==> src/sv/fpbcd_pkg.sv <==
// ----------------------------------------------------------------------------
// fpbcd_pkg: shared types and constants for the display frame block
// Field widths, register indexes and reset values, step sizing of the
// digit conversion and the power-of-ten helper used at elaboration.
// ----------------------------------------------------------------------------
package fpbcd_pkg;

  localparam int VALUE_W = 27;  // value in hundredths
  localparam int ADDR_W  = 4;   // driver digit address
  localparam int DATA_W  = 8;   // driver data byte
  localparam int CODE_W  = 4;   // one bcd digit or blank code
  localparam int CFG_IDX_W  = 4;
  localparam int CFG_DATA_W = 4;

  // conversion consumes this many value bits per cycle
  localparam int BITS_PER_STEP = 4;
  localparam int STEP_COUNT    = (VALUE_W + BITS_PER_STEP - 1) / BITS_PER_STEP;
  localparam int SHIFT_W       = STEP_COUNT * BITS_PER_STEP;
  localparam int STEP_CNT_W    = $clog2(STEP_COUNT);

  localparam logic [DATA_W-1:0] POINT_BITS = 8'hF0;

  // register indexes
  localparam logic [CFG_IDX_W-1:0] REG_BLANK_CODE  = 4'd0;
  localparam logic [CFG_IDX_W-1:0] REG_POINT_DIGIT = 4'd1;

  // reset values
  localparam logic [CODE_W-1:0] BLANK_CODE_RST  = 4'd10;
  localparam logic [ADDR_W-1:0] POINT_DIGIT_RST = 4'd3;

  typedef logic [CODE_W-1:0] nibble_t;

  typedef struct packed {
    logic [CODE_W-1:0] blank_code;
    logic [ADDR_W-1:0] point_digit;
  } disp_cfg_t;

  function automatic int pow10(input int n);
    int r;
    r = 1;
    for (int i = 0; i < n; i++) begin
      r = r * 10;
    end
    return r;
  endfunction

endpackage

==> src/sv/fpbcd_if.sv <==
// ----------------------------------------------------------------------------
// fpbcd interfaces: request channels of the display frame block
// Value requests in, display frames out, and the register write channel.
// ----------------------------------------------------------------------------
interface fpbcd_value_if;
  logic                         valid;
  logic                         ready;
  logic [fpbcd_pkg::VALUE_W-1:0] value_hundredths;

  modport source (output valid, output value_hundredths, input ready);
  modport sink   (input valid, input value_hundredths, output ready);
endinterface

interface fpbcd_frame_if;
  logic                        valid;
  logic                        ready;
  logic [fpbcd_pkg::ADDR_W-1:0] digit_address;
  logic [fpbcd_pkg::DATA_W-1:0] digit_data;
  logic                        last_frame;

  modport source (output valid, output digit_address, output digit_data,
                  output last_frame, input ready);
  modport sink   (input valid, input digit_address, input digit_data,
                  input last_frame, output ready);
endinterface

interface fpbcd_cfg_if;
  logic                            valid;
  logic                            ready;
  logic [fpbcd_pkg::CFG_IDX_W-1:0]  index;
  logic [fpbcd_pkg::CFG_DATA_W-1:0] data;

  modport source (output valid, output index, output data, input ready);
  modport sink   (input valid, input index, input data, output ready);
endinterface

==> src/sv/fixed_point_to_bcd_display_frames.sv <==
// ----------------------------------------------------------------------------
// fixed_point_to_bcd_display_frames: value to display driver frames
// Converts a value in hundredths to DIGIT_COUNT decimal digits and emits
// one address/data frame per digit with leading-zero blanking.
// ----------------------------------------------------------------------------
// Each value request is saturated to all nines and turned into DIGIT_COUNT
// frames, address DIGIT_COUNT first down to address 1, last_frame marking the
// final one. Leading zeros carry blank_code (a zero value blanks every digit)
// and the frame whose address equals point_digit has 0xF0 ORed into its data.
// The converter loads each value and then pushes the 28 padded value bits
// four at a time through the row of digit cells, and the frame serialiser
// sends one frame per cycle while the frame side is ready, so a new value
// is taken while the previous frames still go out. Registers are written on
// the cfg channel, which is always ready; they are only to be changed while
// no value is in flight.
module fixed_point_to_bcd_display_frames #(
  parameter int DIGIT_COUNT = 8
) (
  input  logic           clk,
  input  logic           rst,
  fpbcd_value_if.sink    values,
  fpbcd_frame_if.source  frames,
  fpbcd_cfg_if.sink      cfg
);

  // digits handed from converter to serialiser, digit k at bits 4k+3:4k
  logic [4*DIGIT_COUNT-1:0] digits;
  logic                     conv_valid;
  logic                     conv_ready;
  fpbcd_pkg::disp_cfg_t     disp_cfg;

  // register write channel never stalls
  assign cfg.ready = 1'b1;

  always_ff @(posedge clk) begin
    if (rst) begin
      disp_cfg.blank_code  <= fpbcd_pkg::BLANK_CODE_RST;
      disp_cfg.point_digit <= fpbcd_pkg::POINT_DIGIT_RST;
    end else if (cfg.valid) begin
      case (cfg.index)
        fpbcd_pkg::REG_BLANK_CODE:  disp_cfg.blank_code  <= cfg.data;
        fpbcd_pkg::REG_POINT_DIGIT: disp_cfg.point_digit <= cfg.data;
        default: ;  // unknown index, write dropped
      endcase
    end
  end

  // saturation and shift-and-add-3 through the digit cell row
  fpbcd_conv #(
    .DIGIT_COUNT (DIGIT_COUNT)
  ) u_conv (
    .clk       (clk),
    .rst       (rst),
    .values    (values),
    .out_valid (conv_valid),
    .out_ready (conv_ready),
    .digits    (digits)
  );

  // blanking, decimal point and frame sequencing
  fpbcd_frame #(
    .DIGIT_COUNT (DIGIT_COUNT)
  ) u_frame (
    .clk      (clk),
    .rst      (rst),
    .in_valid (conv_valid),
    .in_ready (conv_ready),
    .digits   (digits),
    .cfg      (disp_cfg),
    .frames   (frames)
  );

endmodule

==> src/sv/fpbcd_cell.sv <==
// ----------------------------------------------------------------------------
// fpbcd_cell: one bcd digit of the shift-and-add-3 converter
// Holds one decimal digit and runs four adjust-and-shift steps per cycle
// while step is high, taking bits from the lower cell and passing bits up.
// ----------------------------------------------------------------------------
module fpbcd_cell (
  input  logic                                clk,
  input  logic                                clear,
  input  logic                                step,
  input  logic [fpbcd_pkg::BITS_PER_STEP-1:0] shift_in,
  output logic [fpbcd_pkg::BITS_PER_STEP-1:0] shift_out,
  output fpbcd_pkg::nibble_t                  digit
);

  fpbcd_pkg::nibble_t digit_next;

  // bit for step j sits at position BITS_PER_STEP-1-j (msb first)
  always_comb begin
    fpbcd_pkg::nibble_t d;
    d = digit;
    shift_out = '0;
    for (int j = 0; j < fpbcd_pkg::BITS_PER_STEP; j++) begin
      if (d >= 4'd5) begin
        d = d + 4'd3;
      end
      shift_out[fpbcd_pkg::BITS_PER_STEP-1-j] = d[3];
      d = {d[2:0], shift_in[fpbcd_pkg::BITS_PER_STEP-1-j]};
    end
    digit_next = d;
  end

  always_ff @(posedge clk) begin
    if (clear) begin
      digit <= '0;
    end else if (step) begin
      digit <= digit_next;
    end
  end

endmodule

==> src/sv/fpbcd_conv.sv <==
// ----------------------------------------------------------------------------
// fpbcd_conv: saturating binary to bcd converter
// Saturates the value, then clocks it through a row of digit cells four
// bits per cycle and offers the finished digits to the frame stage.
// ----------------------------------------------------------------------------
module fpbcd_conv #(
  parameter int DIGIT_COUNT = 8
) (
  input  logic                              clk,
  input  logic                              rst,
  fpbcd_value_if.sink                       values,
  output logic                              out_valid,
  input  logic                              out_ready,
  output logic [4*DIGIT_COUNT-1:0]          digits
);

  localparam logic [fpbcd_pkg::VALUE_W-1:0] Limit =
    fpbcd_pkg::VALUE_W'(fpbcd_pkg::pow10(DIGIT_COUNT) - 1);
  localparam logic [fpbcd_pkg::STEP_CNT_W-1:0] LastStep =
    fpbcd_pkg::STEP_CNT_W'(fpbcd_pkg::STEP_COUNT - 1);
  localparam int PadW = fpbcd_pkg::SHIFT_W - fpbcd_pkg::VALUE_W;

  logic                                   busy;
  logic                                   done;
  logic [fpbcd_pkg::STEP_CNT_W-1:0]       step_cnt;
  logic [fpbcd_pkg::SHIFT_W-1:0]          shreg;
  logic [fpbcd_pkg::VALUE_W-1:0]          sat_value;
  logic                                   accept;
  logic                                   take;
  logic [fpbcd_pkg::BITS_PER_STEP-1:0]    carry [DIGIT_COUNT+1];

  assign take          = done && out_ready;
  assign values.ready  = !busy && (!done || out_ready);
  assign accept        = values.valid && values.ready;
  assign out_valid     = done;
  assign sat_value     = (values.value_hundredths > Limit) ? Limit
                                                           : values.value_hundredths;

  // value bits enter the lowest cell msb first
  assign carry[0] = shreg[fpbcd_pkg::SHIFT_W-1 -: fpbcd_pkg::BITS_PER_STEP];

  for (genvar k = 0; k < DIGIT_COUNT; k++) begin : g_cell
    fpbcd_cell u_cell (
      .clk       (clk),
      .clear     (accept),
      .step      (busy),
      .shift_in  (carry[k]),
      .shift_out (carry[k+1]),
      .digit     (digits[4*k +: 4])
    );
  end

  always_ff @(posedge clk) begin
    if (accept) begin
      shreg <= {{PadW{1'b0}}, sat_value};
    end else if (busy) begin
      shreg <= shreg << fpbcd_pkg::BITS_PER_STEP;
    end
  end

  always_ff @(posedge clk) begin
    if (rst) begin
      busy     <= 1'b0;
      done     <= 1'b0;
      step_cnt <= '0;
    end else begin
      if (accept) begin
        busy     <= 1'b1;
        step_cnt <= '0;
      end else if (busy) begin
        step_cnt <= step_cnt + 1'b1;
        if (step_cnt == LastStep) begin
          busy <= 1'b0;
        end
      end
      if (busy && step_cnt == LastStep) begin
        done <= 1'b1;
      end else if (take) begin
        done <= 1'b0;
      end
    end
  end

  // saturated value always fits, nothing may leave the top cell
  a_no_overflow: assert property (@(posedge clk) disable iff (rst)
    busy |-> carry[DIGIT_COUNT] == '0)
    else $error("bcd overflow out of top digit cell");

  a_busy_done_excl: assert property (@(posedge clk) disable iff (rst)
    !(busy && done))
    else $error("converter busy while holding a result");

  a_finish: assert property (@(posedge clk) disable iff (rst)
    busy && step_cnt == LastStep |=> done && !busy)
    else $error("conversion did not finish after last step");

endmodule

==> src/sv/fpbcd_frame.sv <==
// ----------------------------------------------------------------------------
// fpbcd_frame: display frame serialiser
// Walks the digits from the top address down, blanks leading zeros and
// sets the point bits, one frame per cycle while frames.ready is high.
// ----------------------------------------------------------------------------
module fpbcd_frame #(
  parameter int DIGIT_COUNT = 8
) (
  input  logic                     clk,
  input  logic                     rst,
  input  logic                     in_valid,
  output logic                     in_ready,
  input  logic [4*DIGIT_COUNT-1:0] digits,
  input  fpbcd_pkg::disp_cfg_t     cfg,
  fpbcd_frame_if.source            frames
);

  localparam logic [fpbcd_pkg::ADDR_W-1:0] TopAddr = fpbcd_pkg::ADDR_W'(DIGIT_COUNT);
  localparam logic [fpbcd_pkg::ADDR_W-1:0] LastAddr = 4'd1;

  logic                              valid;
  logic [fpbcd_pkg::ADDR_W-1:0]      addr;
  logic [4*DIGIT_COUNT-1:0]          dreg;
  logic                              shown;
  fpbcd_pkg::nibble_t                cur;
  logic                              shown_now;
  logic                              last;
  logic                              sent;
  logic                              load;

  assign cur       = dreg[4*DIGIT_COUNT-1 -: 4];
  assign shown_now = shown || (cur != '0);
  assign last      = (addr == LastAddr);
  assign sent      = valid && frames.ready;
  assign in_ready  = !valid || (frames.ready && last);
  assign load      = in_valid && in_ready;

  always_comb begin
    frames.digit_data = shown_now ? {4'd0, cur} : {4'd0, cfg.blank_code};
    if (addr == cfg.point_digit) begin
      frames.digit_data = frames.digit_data | fpbcd_pkg::POINT_BITS;
    end
  end

  assign frames.valid         = valid;
  assign frames.digit_address = addr;
  assign frames.last_frame    = last;

  always_ff @(posedge clk) begin
    if (load) begin
      dreg  <= digits;
      addr  <= TopAddr;
      shown <= 1'b0;
    end else if (sent) begin
      dreg  <= dreg << 4;
      addr  <= addr - 1'b1;
      shown <= shown_now;
    end
  end

  always_ff @(posedge clk) begin
    if (rst) begin
      valid <= 1'b0;
    end else if (load) begin
      valid <= 1'b1;
    end else if (sent && last) begin
      valid <= 1'b0;
    end
  end

  a_addr_range: assert property (@(posedge clk) disable iff (rst)
    valid |-> addr >= LastAddr && addr <= TopAddr)
    else $error("frame address out of range");

  a_addr_walk: assert property (@(posedge clk) disable iff (rst)
    sent && !last |=> valid && addr == $past(addr) - 1'b1)
    else $error("frame address did not step down");

endmodule

==> src/flat_wrapper.sv <==
// flat-port wrapper written by rule: the top's interface ports become plain ports
module fixed_point_to_bcd_display_frames_flat 
#(
  parameter int DIGIT_COUNT = 8
)
  (clk, rst, values_valid, values_value_hundredths, values_ready, frames_valid, frames_digit_address, frames_digit_data, frames_last_frame, frames_ready, cfg_valid, cfg_index, cfg_data, cfg_ready);
  fpbcd_value_if values_i ();
  fpbcd_frame_if frames_i ();
  fpbcd_cfg_if cfg_i ();
  input  logic clk;
  input  logic rst;
  input wire logic [$bits(values_i.valid)-1:0] values_valid;
  input wire logic [$bits(values_i.value_hundredths)-1:0] values_value_hundredths;
  output wire logic [$bits(values_i.ready)-1:0] values_ready;
  output wire logic [$bits(frames_i.valid)-1:0] frames_valid;
  output wire logic [$bits(frames_i.digit_address)-1:0] frames_digit_address;
  output wire logic [$bits(frames_i.digit_data)-1:0] frames_digit_data;
  output wire logic [$bits(frames_i.last_frame)-1:0] frames_last_frame;
  input wire logic [$bits(frames_i.ready)-1:0] frames_ready;
  input wire logic [$bits(cfg_i.valid)-1:0] cfg_valid;
  input wire logic [$bits(cfg_i.index)-1:0] cfg_index;
  input wire logic [$bits(cfg_i.data)-1:0] cfg_data;
  output wire logic [$bits(cfg_i.ready)-1:0] cfg_ready;
  assign values_i.valid = values_valid;
  assign values_i.value_hundredths = values_value_hundredths;
  assign values_ready = values_i.ready;
  assign frames_valid = frames_i.valid;
  assign frames_digit_address = frames_i.digit_address;
  assign frames_digit_data = frames_i.digit_data;
  assign frames_last_frame = frames_i.last_frame;
  assign frames_i.ready = frames_ready;
  assign cfg_i.valid = cfg_valid;
  assign cfg_i.index = cfg_index;
  assign cfg_i.data = cfg_data;
  assign cfg_ready = cfg_i.ready;
  fixed_point_to_bcd_display_frames #(.DIGIT_COUNT(DIGIT_COUNT)) u_core (.clk(clk), .rst(rst), .values(values_i), .frames(frames_i), .cfg(cfg_i));
endmodule
==> config.mk <==
export PLATFORM = sky130hd
export DESIGN_NAME = fixed_point_to_bcd_display_frames_flat
export DESIGN_NICKNAME = d
export VERILOG_FILES = /design/src/sv/fpbcd_pkg.sv /design/src/sv/fpbcd_if.sv /design/src/sv/fixed_point_to_bcd_display_frames.sv /design/src/sv/fpbcd_cell.sv /design/src/sv/fpbcd_conv.sv /design/src/sv/fpbcd_frame.sv /design/src/flat_wrapper.sv
export SDC_FILE = /design/constraint.sdc
export NUM_CORES = 1
export LEC_CHECK = 0
export BUFFER_PORTS_ARGS = -buffer_cell sky130_fd_sc_hd__buf_2
export CORE_MARGIN = 2
export CORE_UTILIZATION = 35
export CTS_BUF_LIST = sky130_fd_sc_hd__clkbuf_8
export CTS_CLUSTER_SIZE = 14
export DETAILED_ROUTE_END_ITERATION = 8
export SYNTH_ARGS = -nofsm -noshare
export SYNTH_HDL_FRONTEND = slang
export SYNTH_SLANG_ARGS = --single-unit
==> constraint.sdc <==
create_clock -name clk -period 4.6 [get_ports clk]
set_input_delay 0.23 -clock clk [delete_from_list [all_inputs] [get_ports clk]]
set_output_delay 0.23 -clock clk [all_outputs]
set_load 0.01 [all_outputs]
# After elaboration in Yosys (flattened, before gate mapping)
# Cells that the tools add are included.
# totals
register_bits,111
inputBits,40
output_inout_bits,16
wordCells,158
# classes
addsub,34
order_cmp,33
eq_ne,4
mux,46
reduce_logical,22
# ops
op,count
$ge 4x3->1 const B,32
$mux 4,29
$add 4x2->4 const B,28
$mux 27,3
$mux 32,2
$gt 27x27->1 const B,1
$add 3x2->3 const B,4
$mux 3,4
$eq 4x1->1 const B,2
$mux 8,1
$reduce_bool 2->1,4
$logic_and 1x1->1,7
$mux 1,7
$eq 4x4->1,1
$logic_not 4->1,1
$reduce_and 2->1,2
$reduce_bool 4->1,1
$sub 4x1->4 const B,1
$add 3x1->3 const B,1
$eq 3x3->1 const B,1
$logic_not 1->1,3
$logic_or 1x1->1,3
$reduce_or 2->1,1

# Logic depth before layout (Yosys ltp)
# logic_depth
word_depth,8
mapped_depth,19
mapped_depth_nobuf,19

# Hierarchy
# Synthesis repeated with hierarchy kept, for this count alone.
# hier_totals
hier_cells,972
area_unflattened_um2,9268.9
# modules_own_cells
module,n_inst,cells_each,area_each_um2,seq_area_each_um2
fpbcd_cell,8,84,683.2,80.1
fpbcd_frame,1,117,1845.5,1081.0
fpbcd_conv,1,147,1586.5,930.9
fixed_point_to_bcd_display_frames,1,36,371.6,160.2

# Worst setup path after synthesis
# Ideal clock, no wire load.
# synth_path
kind,register to register
start,register u_core.u_conv.g_cell[3].u_cell.digit[0]
end,register u_core.u_conv.g_cell[5].u_cell.digit[0]
setup_ps,127
t_arrival_ps,3476
required_time_ps,4473
slack_ps,997
stages_incl_launch_ff,19
n_path_buf,0
synth_period_minus_slack_ps,3603
path_cell_list,dfxtp_1 > inv_1 > ha_1 > and2b_1 > or3_1 > and2_1 > inv_2 > ha_1 > o21bai_1 > a211oi_1 > nor2_1 > inv_1 > ha_1 > a2111oi_0 > a221oi_2 > a2bb2oi_2 > a21oi_1 > nor2_1 > or3_1
# synth_via
elab_chain_cells,8
elab_cells_between_ends,18
classes_between,6 x add/sub; 6 x order compare; 6 x mux
# synth_rtl
element,line_no,rtl
"start, declared",fpbcd_cell.sv:12,output fpbcd_pkg::nibble_t digit
"start signal, assigned",fpbcd_cell.sv:36,digit <= digit_next;
$add 4x2->4 / $ge 4x3->1 (equally long branches),"fpbcd_cell.sv:24, fpbcd_cell.sv:23",
$mux 4 *,fpbcd_cell.sv:23,if (d >= 4'd5) begin
$add 4x2->4 / $ge 4x3->1 (equally long branches),"fpbcd_cell.sv:24, fpbcd_cell.sv:23",
$mux 4,fpbcd_cell.sv:23,
$add 4x2->4 / $ge 4x3->1 (equally long branches),"fpbcd_cell.sv:24, fpbcd_cell.sv:23",
$mux 4,fpbcd_cell.sv:23,
$add 4x2->4 / $ge 4x3->1 (equally long branches),"fpbcd_cell.sv:24, fpbcd_cell.sv:23",
$mux 4 *,fpbcd_cell.sv:23,
"end signal, assigned",fpbcd_cell.sv:36,
"end, declared",fpbcd_cell.sv:12,
# Every way passes the cells marked *; elsewhere a longest branch is shown, timed or not.
# A chain may end at the register's enable or synchronous reset.

# Worst setup path in the final report
# Same ends and word-level chain as after synthesis.

==> impl_metrics.env <==
export IMPL_status="completed"
export IMPL_multiInputGateArea_sq_um=5420
export IMPL_hold_viol=0
export IMPL_yosys_area_share_simple_pct=23.6
export IMPL_hold_buffers=0
export IMPL_timing_final_crit_share_pct=88.3
export IMPL_gp_congestion=0.860
export IMPL_muxShareOfSynthArea_pct=3.83
export IMPL_portBuffers=54
export IMPL_ctsResizeCount=0
export IMPL_diodes=0
export IMPL_arrival_ps=4330
export IMPL_die_y_um=161
export IMPL_overflow=0
export IMPL_dr_wl_met2_mm=9.47
export IMPL_hp_class="primary input to flop"
export IMPL_synthXorXnorAreaFrac_pct=1.90
export IMPL_nets=1169
export IMPL_synth_ff_type="edfxtp_1"
export IMPL_synthArstFlopShare_pct=0
export IMPL_clock_sinks=111
export IMPL_track_usage_pct=15.9
export IMPL_critPathLaunchType="flop"
export IMPL_fin_setup_tns_ps=0
export IMPL_drt_iter0_markers=469
export IMPL_clock_skew_ps=10.8
export IMPL_syn_to_final_growth_pct=8.87
export IMPL_io_pins=56
export IMPL_yosys_top_cells_count="nand2_1, o21ai_0, nor2_1, edfxtp_1, a21oi_1"
export IMPL_dr_max_layer_used="met4"
export IMPL_ant_nets=0
export IMPL_yosys_warnings=0
export IMPL_critPathKind="flop to flop"
export IMPL_clock_latency_ps=390
export IMPL_finalSetupViolations=0
export IMPL_place_inst=1407
export IMPL_fmaxAchievable_ghz=0.246
export IMPL_cts_buffers=9
export IMPL_coreArea_sq_um=24200
export IMPL_synth_top_family_by_area="compound AO/OA/AOI/OAI gates"
export IMPL_drive_gt1_share_pct=13.8
export IMPL_fillCellCount=2506
export IMPL_maxSlewHeadroom_pct=28.6
export IMPL_syn_nets=1142
export IMPL_crit_fanout=6
export IMPL_yosysUniqueCellTypes=100
export IMPL_synth_seq_cells=111
export IMPL_die_w_um=161
export IMPL_die_area_sq_um=25900
export IMPL_synthCells=1067
export IMPL_clkTransAtPathRegs_ps=120
export IMPL_routed_wl_mm=20.5
export IMPL_syn_area_per_cell_sq_um=8.08
export IMPL_drt_met1_wl_mm=9.91
export IMPL_core_rowCount=57
export IMPL_synthAdderAreaFrac_pct=5.08
export IMPL_leakagePower_nw=3.78
export IMPL_dr_pass1_iters=5
export IMPL_antenna_found_initial=0
export IMPL_synth_yosys_seq_area_share_pct=32.6
export IMPL_seq_area_sq_um=2810
export IMPL_htree_levels=3
export IMPL_rsz0062_at_grt="no"
export IMPL_avgViaCountPerCell=5.40
export IMPL_endpoint_kind="flop"
export IMPL_grt_max_degree=48
export IMPL_yosysMostFrequentCell="nand2_1"
export IMPL_grt_pass1_vias=7208
export IMPL_cts_tree="done"
export IMPL_grt_pass1_wl_mm=34.4
export IMPL_synth_top_area_share_pct=20.6
export IMPL_synth_edff_count=59
export IMPL_drv_slew=0
export IMPL_postCtsSetupBuffers=0
export IMPL_ir_drop_v=0.000275
export IMPL_synthesis_area_sq_um=8620
export IMPL_num_vias=7689
export IMPL_synth_compound_area_share_pct=28.3
export IMPL_dp_hpwl_mm=15.0
export IMPL_cts_buffer_depth=2
export IMPL_start_util_pct=35.5
export IMPL_critPathRequiredTime_ps=4870
export IMPL_wl_per_cell_um=14.4
export IMPL_ys_top_cells_by_area="edfxtp_1, dfxtp_1, nand2_1"
export IMPL_drv_cap=0
export IMPL_final_cells=1423
export IMPL_power_density_nw_per_um2=843
export IMPL_post_route_drc_count=0
export IMPL_worstMarginPinSlew_ps=1070
export IMPL_synth_largest_area_cell="edfxtp_1"
export IMPL_root_buffer="clkbuf_8"
export IMPL_met3RoutedLength_um=836
export IMPL_layout_min_cycle_time_ps=4060
## cell usage in the layout, fill, tap and decap left out, types with 10 or more instances in the layout
| cell | netlist | final |
|---|---|---|
| o21ai_1 | 19 | 19 |
| xnor2_1 | 10 | 10 |
| a21o_1 | 16 | 16 |
| buf_2 | 9 | 54 |
| or2_2 | 11 | 11 |
| or3_1 | 12 | 12 |
| mux2i_1 | 20 | 20 |
| o21ai_0 | 89 | 88 |
| a211o_1 | 12 | 12 |
| inv_1 | 46 | 46 |
| nor3_1 | 13 | 13 |
| nand2_1 | 195 | 195 |
| buf_4 | 5 | 10 |
| ha_1 | 35 | 35 |
| nor2_1 | 76 | 76 |
| a31oi_1 | 11 | 11 |
| o211ai_1 | 16 | 16 |
| nand3_1 | 23 | 23 |
| and3_1 | 13 | 13 |
| nand2b_1 | 20 | 20 |
| o21bai_1 | 11 | 11 |
| dfxtp_1 | 52 | 52 |
| a211oi_1 | 14 | 14 |
| and2_1 | 12 | 12 |
| edfxtp_1 | 59 | 59 |
| a21oi_1 | 54 | 54 |
## final timing paths
| check | start | endpoint | slack [ps] | cells past startpoint |
|---|---|---|---|---|
| min | cfg_data[3] | u_core.disp_cfg[7] | 60 | 2 |
| max reg2reg | u_core.u_conv.g_cell[3].u_cell.digit[0] | u_core.u_conv.g_cell[5].u_cell.digit[0] | 540 | 18 |
| max | u_core.u_conv.g_cell[3].u_cell.digit[0] | u_core.u_conv.g_cell[5].u_cell.digit[0] | 540 | 18 |
| min reg2reg | u_core.u_conv.shreg[23] | u_core.u_conv.shreg[27] | 460 | 2 |
## state kept, by name (all words and copies together), names as in the netlist, 3 cells and up
name and flops:
u_core.disp_cfg 8, u_core.u_conv.g_cell.u_cell.digit 32, u_core.u_conv.shreg 28, u_core.u_conv.step_cnt 3
u_core.u_frame.dreg 32, u_core.u_frame.frames.digit_address 4
## stage by stage
stage	hold WS [ps]	cell area [sq um]	utilization [%]	setup slack [ps]	total power, mW
3_3_place_gp	430	9170	37.8	725	7.15
4_1_cts	38.0	9380	38.7	586	7.91
6_report	63.2	9380	38.7	539	7.91
3_5_place_dp	440	9170	37.8	630	7.25
2_1_floorplan	324	8620	-	997	6.18
5_1_grt	44.3	9380	38.7	241	8.72
## report_power, final
| part | switching, mW | total (mW) | internal [mW] |
|---|---|---|---|
| Clock | 0.369 | 0.632 | 0.264 |
| Combinational | 3.35 | 5.84 | 2.48 |
| Sequential | 0.233 | 1.44 | 1.21 |
| Total | 3.96 | 7.91 | 3.95 |
## layout make-up
cell class              instances  share of cell area [%]
clock buffers                   9                    1.32
clock inverters                 7                   0.947
repair buffers                 64                    3.68
multi-input cells             859                    57.8
well taps                     324                    4.32
inverters                      49                    1.96
flip-flops and latches        111                    30.0
## worst max-delay path, stage by stage (launching register included)
cell       delay, ps
dfxtp_1          440
inv_1            120
ha_1             250
and2b_1          200
or3_1            330
and2_1           190
inv_2            100
ha_1             180
o21bai_1         140
a211oi_1         130
nor2_1           170
inv_1             60
ha_1             230
a2111oi_0        480
a221oi_2          70
a2bb2oi_2        200
a21oi_1          230
nor2_1            80
or3_1            330
## routing by layer
metal | track usage (%) | up-vias
met5 | 0 | -
met2 | 27.0 | 154
li1 | - | 3952
met4 | 3.37 | 0
met1 | 21.2 | 3568
met3 | 2.89 | 15
## cell families after synthesis
kind of cell / Yosys count
AOI/OAI and AO/OA: 348
xor gates and xnor gates: 17
adders and majority gates: 35
buffers and inverters: 97
DFF: 111
muxes: 31
other: 1
and+or+nand+nor: 427
(Power assumes the default switching activity.)
